$ cat config.mk
export PLATFORM = sky130hd
export DESIGN_NAME = key_scan_event_and_knob_decoder_top_flat
export DESIGN_NICKNAME = d
export VERILOG_FILES = /design/src/sv/kse_pkg.sv /design/src/sv/kse_if.sv /design/src/sv/kse_lane.sv /design/src/sv/kse_knob.sv /design/src/sv/kse_merge.sv /design/src/sv/key_scan_event_and_knob_decoder_top.sv /design/src/flat_wrapper.sv
export SDC_FILE = /design/constraint.sdc
export NUM_CORES = 1
export LEC_CHECK = 0
export BUFFER_PORTS_ARGS = -buffer_cell sky130_fd_sc_hd__buf_2
export CAP_MARGIN = 20
export CORE_MARGIN = 1
export CORE_UTILIZATION = 56
export DETAILED_ROUTE_END_ITERATION = 16
export PLACE_DENSITY = 0.78
export SLEW_MARGIN = 20
export SYNTH_ARGS = -nofsm -noshare
export SYNTH_HDL_FRONTEND = slang
export SYNTH_SLANG_ARGS = --single-unit
$ cat constraint.sdc
create_clock -name clk_i -period 5.71 [get_ports clk_i]
set_clock_uncertainty 0.2 [all_clocks]
set_input_delay 1.142 -clock clk_i [delete_from_list [all_inputs] [get_ports clk_i]]
set_output_delay 1.142 -clock clk_i [all_outputs]
set_load 0.005 [all_outputs]
$ cat src/sv/kse_pkg.sv
`timescale 1ns / 1ps
// ----------------------------------------------------------------------------
// kse_pkg: shared types and constants for the key scan decoder
// Field widths, knob direction codes, per-lane status and the note table.
// ----------------------------------------------------------------------------
package kse_pkg;

  localparam int KNOB_W     = 2;
  localparam int NOTE_W     = 4;
  localparam int STEP_W     = 32;
  localparam int VOL_W      = 4;
  localparam int TABLE_SIZE = 12;

  // knob direction codes
  localparam logic [1:0] DIR_NONE = 2'd0;
  localparam logic [1:0] DIR_UP   = 2'd1;
  localparam logic [1:0] DIR_DOWN = 2'd2;

  // status of one key lane towards the merge stage
  typedef struct packed {
    logic              req;
    logic              pressed;
    logic [STEP_W-1:0] step;
  } lane_t;

  // phase increment of a note, zero for keys beyond the table
  function automatic logic [STEP_W-1:0] note_step(input int unsigned idx);
    logic [STEP_W-1:0] val;
    case (idx)
      0:       val = 32'd51076057;
      1:       val = 32'd54113197;
      2:       val = 32'd57330935;
      3:       val = 32'd60740010;
      4:       val = 32'd64351799;
      5:       val = 32'd68178356;
      6:       val = 32'd72232452;
      7:       val = 32'd76527617;
      8:       val = 32'd81078186;
      9:       val = 32'd85899346;
      10:      val = 32'd91007187;
      11:      val = 32'd96418756;
      default: val = '0;
    endcase
    return val;
  endfunction

endpackage

$ cat src/sv/kse_if.sv
`timescale 1ns / 1ps
// ----------------------------------------------------------------------------
// kse_in_if / kse_out_if: scan and result channels
// Valid/ready channels carrying one scan beat in and one result beat out.
// ----------------------------------------------------------------------------
interface kse_in_if #(
  parameter int KeyCount = 12
);
  logic                valid;
  logic                ready;
  logic [KeyCount-1:0] key_levels;
  logic [1:0]          knob_bits;

  modport source (output valid, output key_levels, output knob_bits, input ready);
  modport sink   (input valid, input key_levels, input knob_bits, output ready);
endinterface

interface kse_out_if;
  logic        valid;
  logic        ready;
  logic        is_event;
  logic        key_pressed;
  logic [3:0]  note_index;
  logic [31:0] phase_step;
  logic [3:0]  volume_level;
  logic        last_of_run;

  modport source (output valid, output is_event, output key_pressed, output note_index,
                  output phase_step, output volume_level, output last_of_run,
                  input ready);
  modport sink   (input valid, input is_event, input key_pressed, input note_index,
                  input phase_step, input volume_level, input last_of_run,
                  output ready);
endinterface

$ cat src/sv/kse_lane.sv
`timescale 1ns / 1ps
// ----------------------------------------------------------------------------
// kse_lane: change detector for one key
// Holds the key's previous level, flags a change on each scan and offers
// the press flag and phase increment until the merge stage grants it.
// ----------------------------------------------------------------------------
module kse_lane import kse_pkg::*; #(
  parameter int Index = 0
) (
  input  logic  clk_i,
  input  logic  rst_ni,
  input  logic  load_i,
  input  logic  level_i,
  input  logic  grant_i,
  output lane_t lane_o
);

  localparam logic [STEP_W-1:0] NoteStep = note_step(Index);

  logic level_q, level_d;
  logic pending_q, pending_d;

  // previous level and pending change
  always_comb begin
    level_d   = level_q;
    pending_d = pending_q;
    if (load_i) begin
      level_d   = level_i;
      pending_d = level_i ^ level_q;
    end else if (grant_i) begin
      pending_d = 1'b0;
    end
  end

  always_ff @(posedge clk_i or negedge rst_ni) begin
    if (!rst_ni) begin
      level_q   <= 1'b0;
      pending_q <= 1'b0;
    end else begin
      level_q   <= level_d;
      pending_q <= pending_d;
    end
  end

  // active-low level: a low key is pressed
  assign lane_o.req     = pending_q;
  assign lane_o.pressed = ~level_q;
  assign lane_o.step    = level_q ? '0 : NoteStep;

endmodule

$ cat src/sv/kse_knob.sv
`timescale 1ns / 1ps
// ----------------------------------------------------------------------------
// kse_knob: half-step quadrature decoder
// Counts knob steps per scan, repeats the last direction on a both-bits
// jump and saturates the level to 0..VolumeMax.
// ----------------------------------------------------------------------------
module kse_knob import kse_pkg::*; #(
  parameter int VolumeMax = 8
) (
  input  logic              clk_i,
  input  logic              rst_ni,
  input  logic              load_i,
  input  logic [KNOB_W-1:0] knob_i,
  output logic [VOL_W-1:0]  volume_o
);

  localparam logic [VOL_W-1:0] VolMax = VOL_W'(VolumeMax);

  // old/new AB transition codes
  localparam logic [3:0] TR_UP_A   = 4'b0001;
  localparam logic [3:0] TR_UP_B   = 4'b1110;
  localparam logic [3:0] TR_DN_A   = 4'b0100;
  localparam logic [3:0] TR_DN_B   = 4'b1011;
  localparam logic [3:0] TR_JUMP_A = 4'b0011;
  localparam logic [3:0] TR_JUMP_B = 4'b0110;
  localparam logic [3:0] TR_JUMP_C = 4'b1001;
  localparam logic [3:0] TR_JUMP_D = 4'b1100;

  logic [KNOB_W-1:0] prev_q, prev_d;
  logic [VOL_W-1:0]  count_q, count_d;
  logic [1:0]        dir_q, dir_d;
  logic              step_up, step_dn;

  // decode the transition
  always_comb begin
    step_up = 1'b0;
    step_dn = 1'b0;
    dir_d   = dir_q;
    case ({prev_q, knob_i})
      TR_UP_A, TR_UP_B: begin
        step_up = 1'b1;
        dir_d   = DIR_UP;
      end
      TR_DN_A, TR_DN_B: begin
        step_dn = 1'b1;
        dir_d   = DIR_DOWN;
      end
      TR_JUMP_A, TR_JUMP_B, TR_JUMP_C, TR_JUMP_D: begin
        step_up = (dir_q == DIR_UP);
        step_dn = (dir_q == DIR_DOWN);
      end
      default: begin
      end
    endcase
  end

  // saturating count
  always_comb begin
    count_d = count_q;
    if (step_up && count_q < VolMax) begin
      count_d = count_q + 1'b1;
    end else if (step_dn && count_q != '0) begin
      count_d = count_q - 1'b1;
    end
  end

  always_ff @(posedge clk_i or negedge rst_ni) begin
    if (!rst_ni) begin
      prev_q  <= '0;
      count_q <= '0;
      dir_q   <= DIR_NONE;
    end else if (load_i) begin
      prev_q  <= knob_i;
      count_q <= count_d;
      dir_q   <= dir_d;
    end
  end

  assign volume_o = count_q;

endmodule

$ cat src/sv/kse_merge.sv
`timescale 1ns / 1ps
// ----------------------------------------------------------------------------
// kse_merge: event sequencer and output register
// Grants the lowest pending lane each cycle the output register can take a beat,
// tracks the running phase step and closes every scan with a summary beat.
// ----------------------------------------------------------------------------
module kse_merge import kse_pkg::*; #(
  parameter int KeyCount = 12
) (
  input  logic             clk_i,
  input  logic             rst_ni,
  input  logic             start_i,
  input  lane_t            lanes_i [KeyCount],
  input  logic [VOL_W-1:0] volume_i,
  output logic [KeyCount-1:0] grant_o,
  output logic             busy_o,
  kse_out_if.source        out_o
);

  logic [KeyCount-1:0] req;
  logic [KeyCount-1:0] lowest;
  logic                any_req;
  logic                out_free;
  logic                emit;
  logic                sel_pressed;
  logic [NOTE_W-1:0]   sel_note;
  logic [STEP_W-1:0]   sel_step;

  logic                busy_q, busy_d;
  logic [STEP_W-1:0]   cur_step_q, cur_step_d;
  logic                out_valid_q, out_valid_d;
  logic                is_event_q, pressed_q, last_q;
  logic [NOTE_W-1:0]   note_q;
  logic [STEP_W-1:0]   step_q;
  logic [VOL_W-1:0]    vol_q;

  // lowest pending lane and its payload
  always_comb begin
    for (int i = 0; i < KeyCount; i++) begin
      req[i] = lanes_i[i].req;
    end
    lowest      = req & (~req + KeyCount'(1));
    any_req     = |req;
    sel_pressed = 1'b0;
    sel_note    = '0;
    sel_step    = '0;
    for (int i = 0; i < KeyCount; i++) begin
      if (lowest[i]) begin
        sel_pressed = sel_pressed | lanes_i[i].pressed;
        sel_note    = sel_note | NOTE_W'(i);
        sel_step    = sel_step | lanes_i[i].step;
      end
    end
  end

  assign out_free = !out_valid_q || out_o.ready;
  assign emit     = busy_q && out_free;
  assign grant_o  = emit ? lowest : '0;

  // sequencer state
  always_comb begin
    busy_d      = busy_q;
    cur_step_d  = cur_step_q;
    out_valid_d = out_valid_q;
    if (start_i) begin
      busy_d = 1'b1;
    end else if (emit && !any_req) begin
      busy_d = 1'b0;
    end
    if (emit && any_req) begin
      cur_step_d = sel_step;
    end
    if (emit) begin
      out_valid_d = 1'b1;
    end else if (out_o.ready) begin
      out_valid_d = 1'b0;
    end
  end

  always_ff @(posedge clk_i or negedge rst_ni) begin
    if (!rst_ni) begin
      busy_q      <= 1'b0;
      cur_step_q  <= '0;
      out_valid_q <= 1'b0;
    end else begin
      busy_q      <= busy_d;
      cur_step_q  <= cur_step_d;
      out_valid_q <= out_valid_d;
    end
  end

  // result beat register
  always_ff @(posedge clk_i) begin
    if (emit) begin
      is_event_q <= any_req;
      pressed_q  <= any_req & sel_pressed;
      note_q     <= any_req ? sel_note : '0;
      step_q     <= any_req ? sel_step : cur_step_q;
      vol_q      <= volume_i;
      last_q     <= !any_req;
    end
  end

  assign busy_o             = busy_q;
  assign out_o.valid        = out_valid_q;
  assign out_o.is_event     = is_event_q;
  assign out_o.key_pressed  = pressed_q;
  assign out_o.note_index   = note_q;
  assign out_o.phase_step   = step_q;
  assign out_o.volume_level = vol_q;
  assign out_o.last_of_run  = last_q;

  // at most one lane granted per cycle
  a_grant_onehot: assert property (@(posedge clk_i) disable iff (!rst_ni)
    $onehot0(grant_o)) else $error("more than one lane granted");

  // a new scan only starts when the sequencer is idle
  a_start_idle: assert property (@(posedge clk_i) disable iff (!rst_ni)
    start_i |-> !busy_q) else $error("scan loaded while busy");

  // the summary beat ends the scan
  a_summary_ends: assert property (@(posedge clk_i) disable iff (!rst_ni)
    (emit && !any_req) |=> (!busy_q && out_valid_q && last_q))
    else $error("summary did not close the scan");

  // no lane is left pending once the scan is closed
  a_idle_clear: assert property (@(posedge clk_i) disable iff (!rst_ni)
    (!busy_q && !start_i) |-> !any_req) else $error("pending lane while idle");

endmodule

$ cat src/sv/key_scan_event_and_knob_decoder_top.sv
`timescale 1ns / 1ps
// ----------------------------------------------------------------------------
// key_scan_event_and_knob_decoder_top: key change events and knob level
// Per-key lanes detect changes against the previous scan, the merge stage
// emits one event beat per changed key in key order, then a summary beat.
// ----------------------------------------------------------------------------
// flow: a taken scan is registered into the lanes and the sequencer, then
//   each beat into the output register; a scan with n changed keys yields
//   n+1 beats and the next scan is taken once its summary is registered,
//   one beat per cycle from the merge while the output register is free
// reset: asynchronous, clears previous key levels (all pressed), knob state
//   and running phase step; no clearing pass
module key_scan_event_and_knob_decoder_top import kse_pkg::*; #(
  parameter int KEY_COUNT  = 12,
  parameter int VOLUME_MAX = 8
) (
  input  logic      clk_i,
  input  logic      rst_ni,
  kse_in_if.sink    in_i,
  kse_out_if.source out_o
);

  lane_t                lanes [KEY_COUNT];
  logic [KEY_COUNT-1:0] grant;
  logic                 busy;
  logic                 accept;
  logic [VOL_W-1:0]     volume;

  // one scan at a time
  assign in_i.ready = !busy;
  assign accept     = in_i.valid && !busy;

  // key lanes
  for (genvar i = 0; i < KEY_COUNT; i++) begin : g_lane
    kse_lane #(
      .Index (i)
    ) u_lane (
      .clk_i   (clk_i),
      .rst_ni  (rst_ni),
      .load_i  (accept),
      .level_i (in_i.key_levels[i]),
      .grant_i (grant[i]),
      .lane_o  (lanes[i])
    );
  end

  // knob decoder
  kse_knob #(
    .VolumeMax (VOLUME_MAX)
  ) u_knob (
    .clk_i    (clk_i),
    .rst_ni   (rst_ni),
    .load_i   (accept),
    .knob_i   (in_i.knob_bits),
    .volume_o (volume)
  );

  // event sequencer
  kse_merge #(
    .KeyCount (KEY_COUNT)
  ) u_merge (
    .clk_i    (clk_i),
    .rst_ni   (rst_ni),
    .start_i  (accept),
    .lanes_i  (lanes),
    .volume_i (volume),
    .grant_o  (grant),
    .busy_o   (busy),
    .out_o    (out_o)
  );

endmodule
$ cat src/flat_wrapper.sv
// flat-port wrapper written by rule: the top's interface ports become plain ports
module key_scan_event_and_knob_decoder_top_flat import kse_pkg::*;
#(
  parameter int KEY_COUNT  = 12,
  parameter int VOLUME_MAX = 8
)
  (clk_i, rst_ni, in_i_valid, in_i_key_levels, in_i_knob_bits, in_i_ready, out_o_valid, out_o_is_event, out_o_key_pressed, out_o_note_index, out_o_phase_step, out_o_volume_level, out_o_last_of_run, out_o_ready);
  kse_in_if in_i_i ();
  kse_out_if out_o_i ();
  input  logic clk_i;
  input  logic rst_ni;
  input wire logic [$bits(in_i_i.valid)-1:0] in_i_valid;
  input wire logic [$bits(in_i_i.key_levels)-1:0] in_i_key_levels;
  input wire logic [$bits(in_i_i.knob_bits)-1:0] in_i_knob_bits;
  output wire logic [$bits(in_i_i.ready)-1:0] in_i_ready;
  output wire logic [$bits(out_o_i.valid)-1:0] out_o_valid;
  output wire logic [$bits(out_o_i.is_event)-1:0] out_o_is_event;
  output wire logic [$bits(out_o_i.key_pressed)-1:0] out_o_key_pressed;
  output wire logic [$bits(out_o_i.note_index)-1:0] out_o_note_index;
  output wire logic [$bits(out_o_i.phase_step)-1:0] out_o_phase_step;
  output wire logic [$bits(out_o_i.volume_level)-1:0] out_o_volume_level;
  output wire logic [$bits(out_o_i.last_of_run)-1:0] out_o_last_of_run;
  input wire logic [$bits(out_o_i.ready)-1:0] out_o_ready;
  assign in_i_i.valid = in_i_valid;
  assign in_i_i.key_levels = in_i_key_levels;
  assign in_i_i.knob_bits = in_i_knob_bits;
  assign in_i_ready = in_i_i.ready;
  assign out_o_valid = out_o_i.valid;
  assign out_o_is_event = out_o_i.is_event;
  assign out_o_key_pressed = out_o_i.key_pressed;
  assign out_o_note_index = out_o_i.note_index;
  assign out_o_phase_step = out_o_i.phase_step;
  assign out_o_volume_level = out_o_i.volume_level;
  assign out_o_last_of_run = out_o_i.last_of_run;
  assign out_o_i.ready = out_o_ready;
  key_scan_event_and_knob_decoder_top #(.KEY_COUNT(KEY_COUNT), .VOLUME_MAX(VOLUME_MAX)) u_core (.clk_i(clk_i), .rst_ni(rst_ni), .in_i(in_i_i), .out_o(out_o_i));
endmodule
* Word level (Yosys, flattened, before mapping)
Cells that the tools add are included.
** Cells by class
- Order comparisons :: 1
- Reduce and logical (&&, ||, !) cells :: 33
- Multiplexer cells :: 82
- $add $sub $neg :: 3
- Eq/ne operators :: 10
- Bitwise gates (word level) :: 49
** Operator list (count)
- 32-bit 2-to-1 mux :: 13
- 32-bit bitwise OR :: 11
- 27-bit 2-to-1 mux :: 7
- 26-bit 2-to-1 mux :: 5
- 1-bit 2-to-1 mux :: 41
- 2-bit nonzero test :: 16
- 4-bit 2-to-1 mux :: 6
- 4-bit == test (second input constant) :: 4
- 12-bit by 1-bit adder with 12-bit output (second input constant) :: 1
- 12-bit bitwise AND :: 1
- 12-bit 2-to-1 mux :: 1
- 3-bit 2-to-1 mux :: 4
- 1-bit NOT :: 12
- 12-bit NOT :: 1
- 12-bit OR reduction :: 1
- 1-bit bitwise XOR :: 12
- 1-bit bitwise OR :: 11
- 4-bit by 3-bit == test with 1-bit output (second input constant) :: 2
- 1-bit logical AND :: 6
- 4-bit by 1-bit adder with 4-bit output (second input constant) :: 1
- 4-bit by 1-bit == test with 1-bit output (second input constant) :: 1
- 4-bit by 2-bit == test with 1-bit output (second input constant) :: 1
- 4-bit less-than comparator (second input constant) :: 1
- 2-bit 2-to-1 mux :: 2
- other kinds (12) :: 17
** Storage, ports and cells
- Output and inout port bits :: 45
- Input port bits :: 18
- Logic and storage cells :: 214
- Register bits :: 109

* Logic depth before layout (Yosys ltp)
Gate-level depths: netlist (run 1).
- Depth in word-level cells :: 27
- Mapped depth :: 9
- Gate-level depth less buffers :: 8

* Modules after synthesis
A second synthesis (run 1) with hierarchy kept.
** Unflattened totals
- Cell total of the unflattened synthesis :: 1284
- Area, all modules :: 10725.3 um^2
** By module, submodules not included
- kse_merge :: sequential area each 2142.1 um^2, times used 1, area an instance 6024.5 um^2, cells an instance 707
- kse_lane :: sequential area each 50.0 um^2, times used 12, area an instance 337.8 um^2, cells an instance 42
- kse_knob :: sequential area each 200.2 um^2, times used 1, area an instance 636.9 um^2, cells an instance 71
- key_scan_event_and_knob_decoder_top :: sequential area each 0.0 um^2, times used 1, area an instance 10.0 um^2, cells an instance 2

* Least setup slack after synthesis (run 1)
No wires, ideal clock.
- Path kind :: input -> register
- Start :: in out_o_ready
- End :: reg u_core.u_merge.cur_step_q[10]
- Buffers on the path :: 2
- Required time :: 5.375 ns
- Slack :: 2.429 ns
- Stages :: 8
- Library setup time :: 0.135 ns
- Arrival :: 2.947 ns
- Cell sequence :: nand2b_1 -> nand2_1 -> inv_1 -> o21ai_1 -> buf_2 -> buf_2 -> nand2_1 -> o21ai_0
** Between the ends
- Word-level cells in the longest chain between the ends :: 3
** RTL lines
- from (decl) :: line flat_wrapper.sv:23 : input wire logic [$bits(out_o_i.ready)-1:0] out_o_ready;
- 1-bit logical OR :: line kse_merge.sv:56 : assign out_free = !out_valid_q || out_o.ready;
- 1-bit logical AND :: line kse_merge.sv:57 : assign emit = busy_q && out_free;
- named net u_core.u_merge.emit :: line kse_merge.sv:24 : logic emit;
- 1-bit logical AND :: line kse_merge.sv:70 : if (emit && any_req) begin
- to (signal assigned) :: line kse_merge.sv:87 : cur_step_q <= cur_step_d;
- to (decl) :: line kse_merge.sv:30 : logic [STEP_W-1:0] cur_step_q, cur_step_d;
The timed path passes the listed nets, and every way through them passes these cells.
A chain may end at the register's enable or synchronous reset.

* Worst setup path in the final report (run 1)
- Start :: in in_i_knob_bits[1]
- End :: reg u_core.u_knob.count_q[3], in the netlist u_core.u_knob.volume_o[3]
** Between the ends
- Word-level cells in the longest chain between the ends :: 6
- Elaborated cells between the ends (all ways) :: 18
- Those cells by class :: eq/ne (8); mux (3); reduce/logical (7)
** RTL lines
- from (decl) :: line flat_wrapper.sv:14 : input wire logic [$bits(in_i_i.knob_bits)-1:0] in_i_knob_bits;
- 4-bit by 2-bit == test with 1-bit output (tied with other cells) :: line kse_knob.sv:39 : case ({prev_q, knob_i})
- 4-bit OR reduction / 2-bit OR reduction (equally long branches) :: line kse_knob.sv:39
- 1-bit case mux with 2 select lines :: line kse_knob.sv:39
- 1-bit logical AND, on equally long branches :: line kse_knob.sv:60, kse_knob.sv:62
- 2-bit nonzero test (no line)
- 2-bit AND reduction (no line)
- to (signal assigned) :: line kse_knob.sv:74 : count_q <= count_d;
- to (decl) :: line kse_knob.sv:30 : logic [VOL_W-1:0] count_q, count_d;
Parallel ways exist; a longest one is shown, timed or not.

==> results of run 1 <==
-- worst max-delay path, stage by stage --
cell and delay, ps:
buf_2 180, nor2b_1 90, a211oi_1 270, o21ai_1 220, ha_1 340, a21o_1 180
a21oi_1 170, nor2_1 60, a221oi_1 240
-- how the worst min path moves through the flow --
| stage | start | end | slack [ps] | depth (start not counted) |
|---|---|---|---|---|
| floorplan | u_core.u_merge.cur_step_q[10] | u_core.u_merge.cur_step_q[10] | 250 | 2 |
| global route | u_core.u_merge.cur_step_q[18] | u_core.u_merge.cur_step_q[18] | 320 | 2 |
| global placement | u_core.u_merge.cur_step_q[24] | u_core.u_merge.cur_step_q[24] | 260 | 2 |
| CTS | u_core.u_merge.cur_step_q[24] | u_core.u_merge.cur_step_q[24] | 290 | 2 |
| detailed placement | u_core.u_merge.cur_step_q[24] | u_core.u_merge.cur_step_q[24] | 270 | 2 |
| finish | u_core.u_merge.cur_step_q[24] | u_core.u_merge.cur_step_q[24] | 290 | 2 |
-- power by group through the flow --
| stage | sequential, mW | combinational, mW | clock (mW) |
|---|---|---|---|
| 2_1_floorplan | 1.39 | 1.40 | 0 |
| 3_3_place_gp | 1.42 | 1.80 | 0 |
| 3_5_place_dp | 1.44 | 1.85 | 0 |
| 4_1_cts | 1.43 | 1.86 | 0.420 |
| 5_1_grt | 1.48 | 2.06 | 0.448 |
| 6_report | 1.43 | 1.85 | 0.413 |
-- synth_stat cells, types with 2 or more instances --
cell      number
nand2_1      116
dfrtp_1       61
edfxtp_1      38
nor2_1        26
a21oi_1       24
o21ai_0       23
o21ai_1       18
nor3_1        12
xnor2_1       12
buf_2         11
nand2b_1      11
o211ai_1      11
clkbuf_1       9
nor2b_1        8
nor4_1         7
buf_4          6
inv_1          5
a31oi_1        4
buf_6          4
nand3_1        4
a21oi_2        3
nand4_1        3
o31ai_1        3
or3b_1         3
xor2_1         3
a211oi_1       2
a21o_1         2
a22oi_1        2
ha_1           2
mux2_1         2
nand2_2        2
nor2_2         2
nor2_4         2
nor2b_4        2
nor3_2         2
nor3b_1        2
o21ai_2        2
o21bai_1       2
o22ai_1        2
or2_1          2
or2_2          2
-- kinds of logic after synthesis --
| group | synth area share (%) |
|---|---|
| compound gates | 15.3 |
| xor+xnor | 2.66 |
| flops | 53.9 |
| fa+ha+maj | 0.910 |
| simple gates | 21.9 |
| buf+inv | 4.07 |
| other cells | 0.0758 |
| mux | 1.19 |
-- flip-flops by register name, indices dropped and copies added (netlist names) --
signal,count
u_core.u_merge.out_o.is_event,1
u_core.u_merge.out_o.key_pressed,1
u_core.u_merge.out_o.note_index,4
u_core.g_lane.u_lane.level_q,12
u_core.u_merge.cur_step_q,27
u_core.u_merge.busy_o,1
u_core.u_knob.dir_q,2
u_core.u_merge.out_o.phase_step,27
u_core.u_merge.out_o.volume_level,4
u_core.u_knob.prev_q,2
u_core.u_knob.volume_o,4
u_core.u_merge.out_o.last_of_run,1
u_core.g_lane.u_lane.pending_q,12
u_core.u_merge.out_o.valid,1
-- per-stage QoR --
stage | std cells | hold slack (ps) | setup slack, ps | instance area (um^2)
2_1_floorplan | 495 | 250 | 2430 | 4960
3_3_place_gp | 632 | 261 | 2570 | 5240
3_5_place_dp | 632 | 266 | 2500 | 5240
4_1_cts | 648 | 289 | 2880 | 5420
5_1_grt | 648 | 321 | 2770 | 5420
6_report | 648 | 289 | 2870 | 5420
-- per-layer routing --
layer / share of wire [%] / global-route usage, %
met2: 48 / 39.2
met1: 46 / 33.6
met5: 0 / 0
met3: 4.2 / 4.27
met4: 1.1 / 6.09
-- cell type report --
| type | count | area, um^2 | share of cell area, % |
|---|---|---|---|
| flip-flops and latches | 99 | 2670 | 49.2 |
| well taps | 105 | 131 | 2.42 |
| multi-input cells | 360 | 2100 | 38.7 |
| clock buffers | 11 | 141 | 2.61 |
| inverters | 6 | 22.5 | 0.416 |
| clock inverters | 5 | 37.5 | 0.693 |
| repair buffers | 62 | 323 | 5.96 |
==> summary.txt, run 1 <==
Status -> completed
Ratio of cells with drive above 1 in the final layout -> 20.1%
R2r endpoint -> u_core.u_merge.cur_step_q[8]
Peak VDD IR -> 0.000271 V
I/O pin cnt -> 63
Worst-Skew Late Latency -> 360 ps
H-tree Lvls -> 3
Cell taking the most area after synthesis -> dfrtp_1
Final Util -> 64.7%
Final Power -> 3.69 mW
Setup TNS Final -> 0 ps
Placement Rows -> 33
CTS buffer count -> 9
Worst-Margin Slew -> 791 ps
Cells after Synth -> 491
Flops & latches, synth -> 99
Leakage -> 2.37 nW
Dpl hpwl -> 7.14 mm
Ys async rst share -> 61.6%
Hold buffer count at CTS -> 0
Die footprint -> 9210 um^2
Deepest clock path buffer count -> 2
Die H -> 96.0 um
R2r startpoint -> u_core.g_lane[0].u_lane.pending_q
Initial antenna violation count -> 0
Fill cells -> 720
Final worst-path cycle share -> 49.7%
Endpoints failing setup -> 0
DR vias -> 3665
Core Region -> 8380 um^2
Max Slew Vio Count -> 0
Top FF cell, synth -> dfrtp_1
Critical path origin -> in_i_knob_bits[1]
Power share of the sequential group -> 38.7%
WP data required -> 5770 ps
Post-synth cell types -> 75
Vias in the first global route -> 3414
Worst Setup EP -> u_core.u_knob.volume_o[3]
Area grow syn2layout -> 9.56%
GP Congestion -> 0.922
RSZ-0062 raised after global routing -> no
Die width -> 96.0 um
I/O Buffers -> 57
Post-synthesis sequential area ratio -> 53.9%
Max-cap violations -> 0
Final Hold Viols -> 0
Via density -> 5.66
CTS tree -> built
Fin crit period -> 2840 ps
WP data arrival -> 2900 ps
Total GRT Usage -> 24.1%
Largest net degree at the start of global routing -> 62
Crit end category -> flop
First-pass GRT wire length -> 16.7 mm
Clock transition at path regs -> 100 ps
Area share of the largest cell type after synthesis -> 30.9%
Critical Path Fanout Max -> 11
Final #Nets -> 559
Cell Area, Synth -> 4950 um^2
Cell Pwr Density -> 681 nW/um^2
Worst R2R Path Depth -> 6
Syn_area_per_cell -> 10.1 um^2
Dominant cells by area after synthesis -> dfrtp_1 31%, edfxtp_1 23%, nand2_1 8.8%
Reg2Reg Setup Slack -> 2990 ps
CTS sink cnt -> 99
F_max -> 352 MHz
Sw Share -> 44.0%
Initial DRC Count -> 202
Worst relative slew slack -> 47.3%
Worst Hold Class -> reg -> reg
Sw Pwr -> 1.62 mW
Ys Warns -> 0
Initial Utilization -> 59.0%
Routed wire length -> 10.1 mm
Type of origin of the critical path -> input port
Int Pwr -> 2.07 mW
Post-CTS setup repair buffer count -> 0
Most frequent cells in the layout -> 116 x nand2_1, 61 x dfrtp_1, 57 x buf_2, 38 x edfxtp_1, 26 x nor2_1
1st-pass router iterations -> 5
Antenna Nets Post-Route -> 0
Grt ovf -> 0
Clock power frac -> 11.2%
Clock root cell -> clkbuf_8
ANT cells -> 0
Quantity of gates resized following cts -> 0
Comb power frac -> 50.1%
Number of flops mapped to enable cells by yosys -> 38
Most common cell after layout, fill and taps aside -> nand2_1
Routed wire length per instance -> 15.6 um
Setup CP Type -> in -> reg
Remaining DRCs -> 0
(Power assumes the default switching activity.)
==> run 2, diff against run 1 <==
==> constraint.sdc (replaced) <==
create_clock -name clk_i -period 2.7 [get_ports clk_i]
set_clock_uncertainty 0.2 [all_clocks]
set_input_delay 0.54 -clock clk_i [delete_from_list [all_inputs] [get_ports clk_i]]
set_output_delay 0.54 -clock clk_i [all_outputs]
set_load 0.005 [all_outputs]
==> run 2 against run 1 <==
  * Clock power rose to 2.6 times the previous value
  * Final cell count is 1.2% higher
  * Cell area grew 2.7%
  * Critical path depth fell by 4
  * Combinational power rose by 120%
  * Worst hold slack worse by 98 ps
  * Sequential cell count unchanged
  * Critical endpoint is now u_core.u_merge.out_o.phase_step[17]
==> summary.txt, run 2 (synthesis gave the netlist of run 1 again) <==
Die width -> 96.0 um (unchanged)
Routed wire length per instance -> 15.7 um (was 15.6 um)
Leakage -> 2.45 nW (was 2.37 nW)
Setup TNS Final -> 0 ps (unchanged)
Final Power -> 8.10 mW (was 3.69 mW)
Endpoints failing setup -> 0 (unchanged)
Fill cells -> 669 (was 720)
Clock transition at path regs -> 100 ps (about the same)
Worst R2R Path Depth -> 5 (was 6)
Largest net degree at the start of global routing -> 48 (was 62)
Final design instance area without fill -> 5560 um^2 (was 5420 um^2)
Initial antenna violation count -> 0 (unchanged)
Most used routing layer -> met2 (unchanged)
CTS sink cnt -> 99 (unchanged)
Most frequent cells in the layout -> 116 x nand2_1, 61 x dfrtp_1, 57 x buf_2, 38 x edfxtp_1, 26 x nor2_1 (unchanged)
Worst relative slew slack -> 58.3% (was 47.3%)
Fin crit period -> 2500 ps
Core Region -> 8380 um^2 (unchanged)
Status -> completed (unchanged)
Max-cap violations -> 0 (unchanged)
Peak VDD IR -> 0.000607 V (was 0.000271 V)
WP data arrival -> 2410 ps (was 2900 ps)
WHS Endpoint -> u_core.g_lane[3].u_lane.level_q (was u_core.u_merge.cur_step_q[24])
R2r endpoint -> u_core.u_merge.out_o.phase_step[17] (was u_core.u_merge.cur_step_q[8])
Remaining DRCs -> 0 (unchanged)
Final Hold Viols -> 0 (unchanged)
Setup ws final -> 196 ps (was 2870 ps)
M1 GR Usage -> 33.6% (about the same)
Die footprint -> 9210 um^2 (unchanged)
Area grow syn2layout -> 12.5% (was 9.56%)
Dpl hpwl -> 7.61 mm (was 7.14 mm)
Grt met2 use -> 40.1% (was 39.2%)
Initial Utilization -> 59.0% (unchanged)
Deepest clock path buffer count -> 2 (unchanged)
Worst Hold Class -> in -> reg (was reg -> reg)
Routed wire length -> 10.3 mm (was 10.1 mm)
Vias in the first global route -> 3529 (was 3414)
Total GRT Usage -> 24.7% (was 24.1%)
Clock root cell -> clkbuf_8 (unchanged)
Worst Hold Depth -> 3 (was 2)
Reg area -> 2670 um^2 (unchanged)
Type of origin of the critical path -> flop (was input port)
HP Start -> in_i_key_levels[3] (was u_core.u_merge.cur_step_q[24])
Die H -> 96.0 um (unchanged)
Pre-CTS WS -> 23.9 ps (was 2500 ps)
Initial DRC Count -> 190 (was 202)
I/O pin cnt -> 63 (unchanged)
Final #Nets -> 567 (was 559)
Post-DP Area -> 5330 um^2 (was 5240 um^2)
Placement Rows -> 33 (unchanged)
R2r startpoint -> u_core.g_lane[0].u_lane.pending_q (unchanged)
Max Slew Vio Count -> 0 (unchanged)
Reg2Reg Setup Slack -> 200 ps (was 2990 ps)
Worst-Margin Slew -> 621 ps (was 791 ps)
GP Congestion -> 0.929 (was 0.922)
Critical Path Fanout Max -> 11 (unchanged)
Setup CP Type -> reg -> reg (was in -> reg)
Area of the multi-input gates -> 2100 um^2 (unchanged)
Ratio of cells with drive above 1 in the final layout -> 21.2% (was 20.1%)
Final Util -> 66.4% (was 64.7%)
Antenna Nets Post-Route -> 0 (unchanged)
1st-pass router iterations -> 5 (unchanged)
Cell Pwr Density -> 1460 nW/um^2 (was 681 nW/um^2)
Via density -> 5.77 (was 5.66)
ANT cells -> 0 (unchanged)
F_max -> 399 MHz
I/O Buffers -> 57 (unchanged)
Most common cell after layout, fill and taps aside -> nand2_1 (unchanged)
CTS buffer count -> 9 (unchanged)
Worst-Skew Late Latency -> 370 ps (was 360 ps)
Final worst-path cycle share -> 92.7%
WP data required -> 2600 ps (was 5770 ps)
Grt ovf -> 0 (unchanged)
H-tree Lvls -> 3 (unchanged)
First-pass GRT wire length -> 17.1 mm (was 16.7 mm)
Quantity of gates resized following cts -> 0 (unchanged)
RSZ-0062 raised after global routing -> no (unchanged)
DR vias -> 3784 (was 3665)
GR Util met3 -> 3.79% (was 4.27%)
CTS tree -> built (unchanged)
Crit end category -> flop (unchanged)
-- run 2: changes by cell type in the layout (fill, tap and decap cells not counted), sizes merged --
cell,previous run,this run
clkbuf,11,9
dlygate4sd3,0,1
buf,62,69
bufinv,0,2
clkinvlp,2,1
inv,7,8
-- run 2: area by class of cell --
cell class,count,area share (%)
repair buffers,70,7.60
inverters,6,0.405
clock inverters,7,1.78
flip-flops and latches,99,47.9
clock buffers,9,2.23
multi-input cells,360,37.7
well taps,105,2.36
-- run 2: worst max path at each step --
stage                                                 start                                   to  slack [ps]  cells after the start
after detailed placement                  in_i_knob_bits[1]            u_core.u_knob.volume_o[3]          20                      9
after CTS                            u_core.u_knob.dir_q[1]            u_core.u_knob.volume_o[3]         170                      8
after global routing      u_core.g_lane[0].u_lane.pending_q  u_core.u_merge.out_o.phase_step[17]           6                      5
after floorplan                                 out_o_ready        u_core.u_merge.cur_step_q[10]          20                      8
final                     u_core.g_lane[0].u_lane.pending_q  u_core.u_merge.out_o.phase_step[17]         200                      5
after global placement                    in_i_knob_bits[1]            u_core.u_knob.volume_o[3]         170                      9
-- run 2: critical path, cell delays in order, from the launching register on --
cell and delay [ps]:
dfrtp_1 580, or2_0 400, nor3b_2 170, or2_2 340
nor4_1 460, nand2_1 90
-- run 2: per-layer routing --
layer / vias up / part of all wire [%]
li1: 1828 / -
met1: 1831 / 45
met2: 106 / 49
met3: 19 / 3.7
met4: 0 / 2.2
met5: - / 0
-- run 2: repair_timing --
action / 4_1_cts / 5_1_grt
buffers inserted: 0 / 0
hold endpoints to repair: 19 / 0
hold buffers: 1 / 0
-- run 2: power by group --
group          leakage [nW]  internal, mW  switching, mW  total [mW]
logic                  1.19          1.58           2.45        4.03
registers              1.15          2.52          0.491        3.01
clock network         0.110         0.529          0.529        1.06
-- run 2: through the flow --
stage | std cells | hold WS (ps)
global route | 656 | 203
global placement | 639 | 262
CTS | 656 | 190
detailed placement | 639 | 269
floorplan | 495 | 44.4
finish | 656 | 191
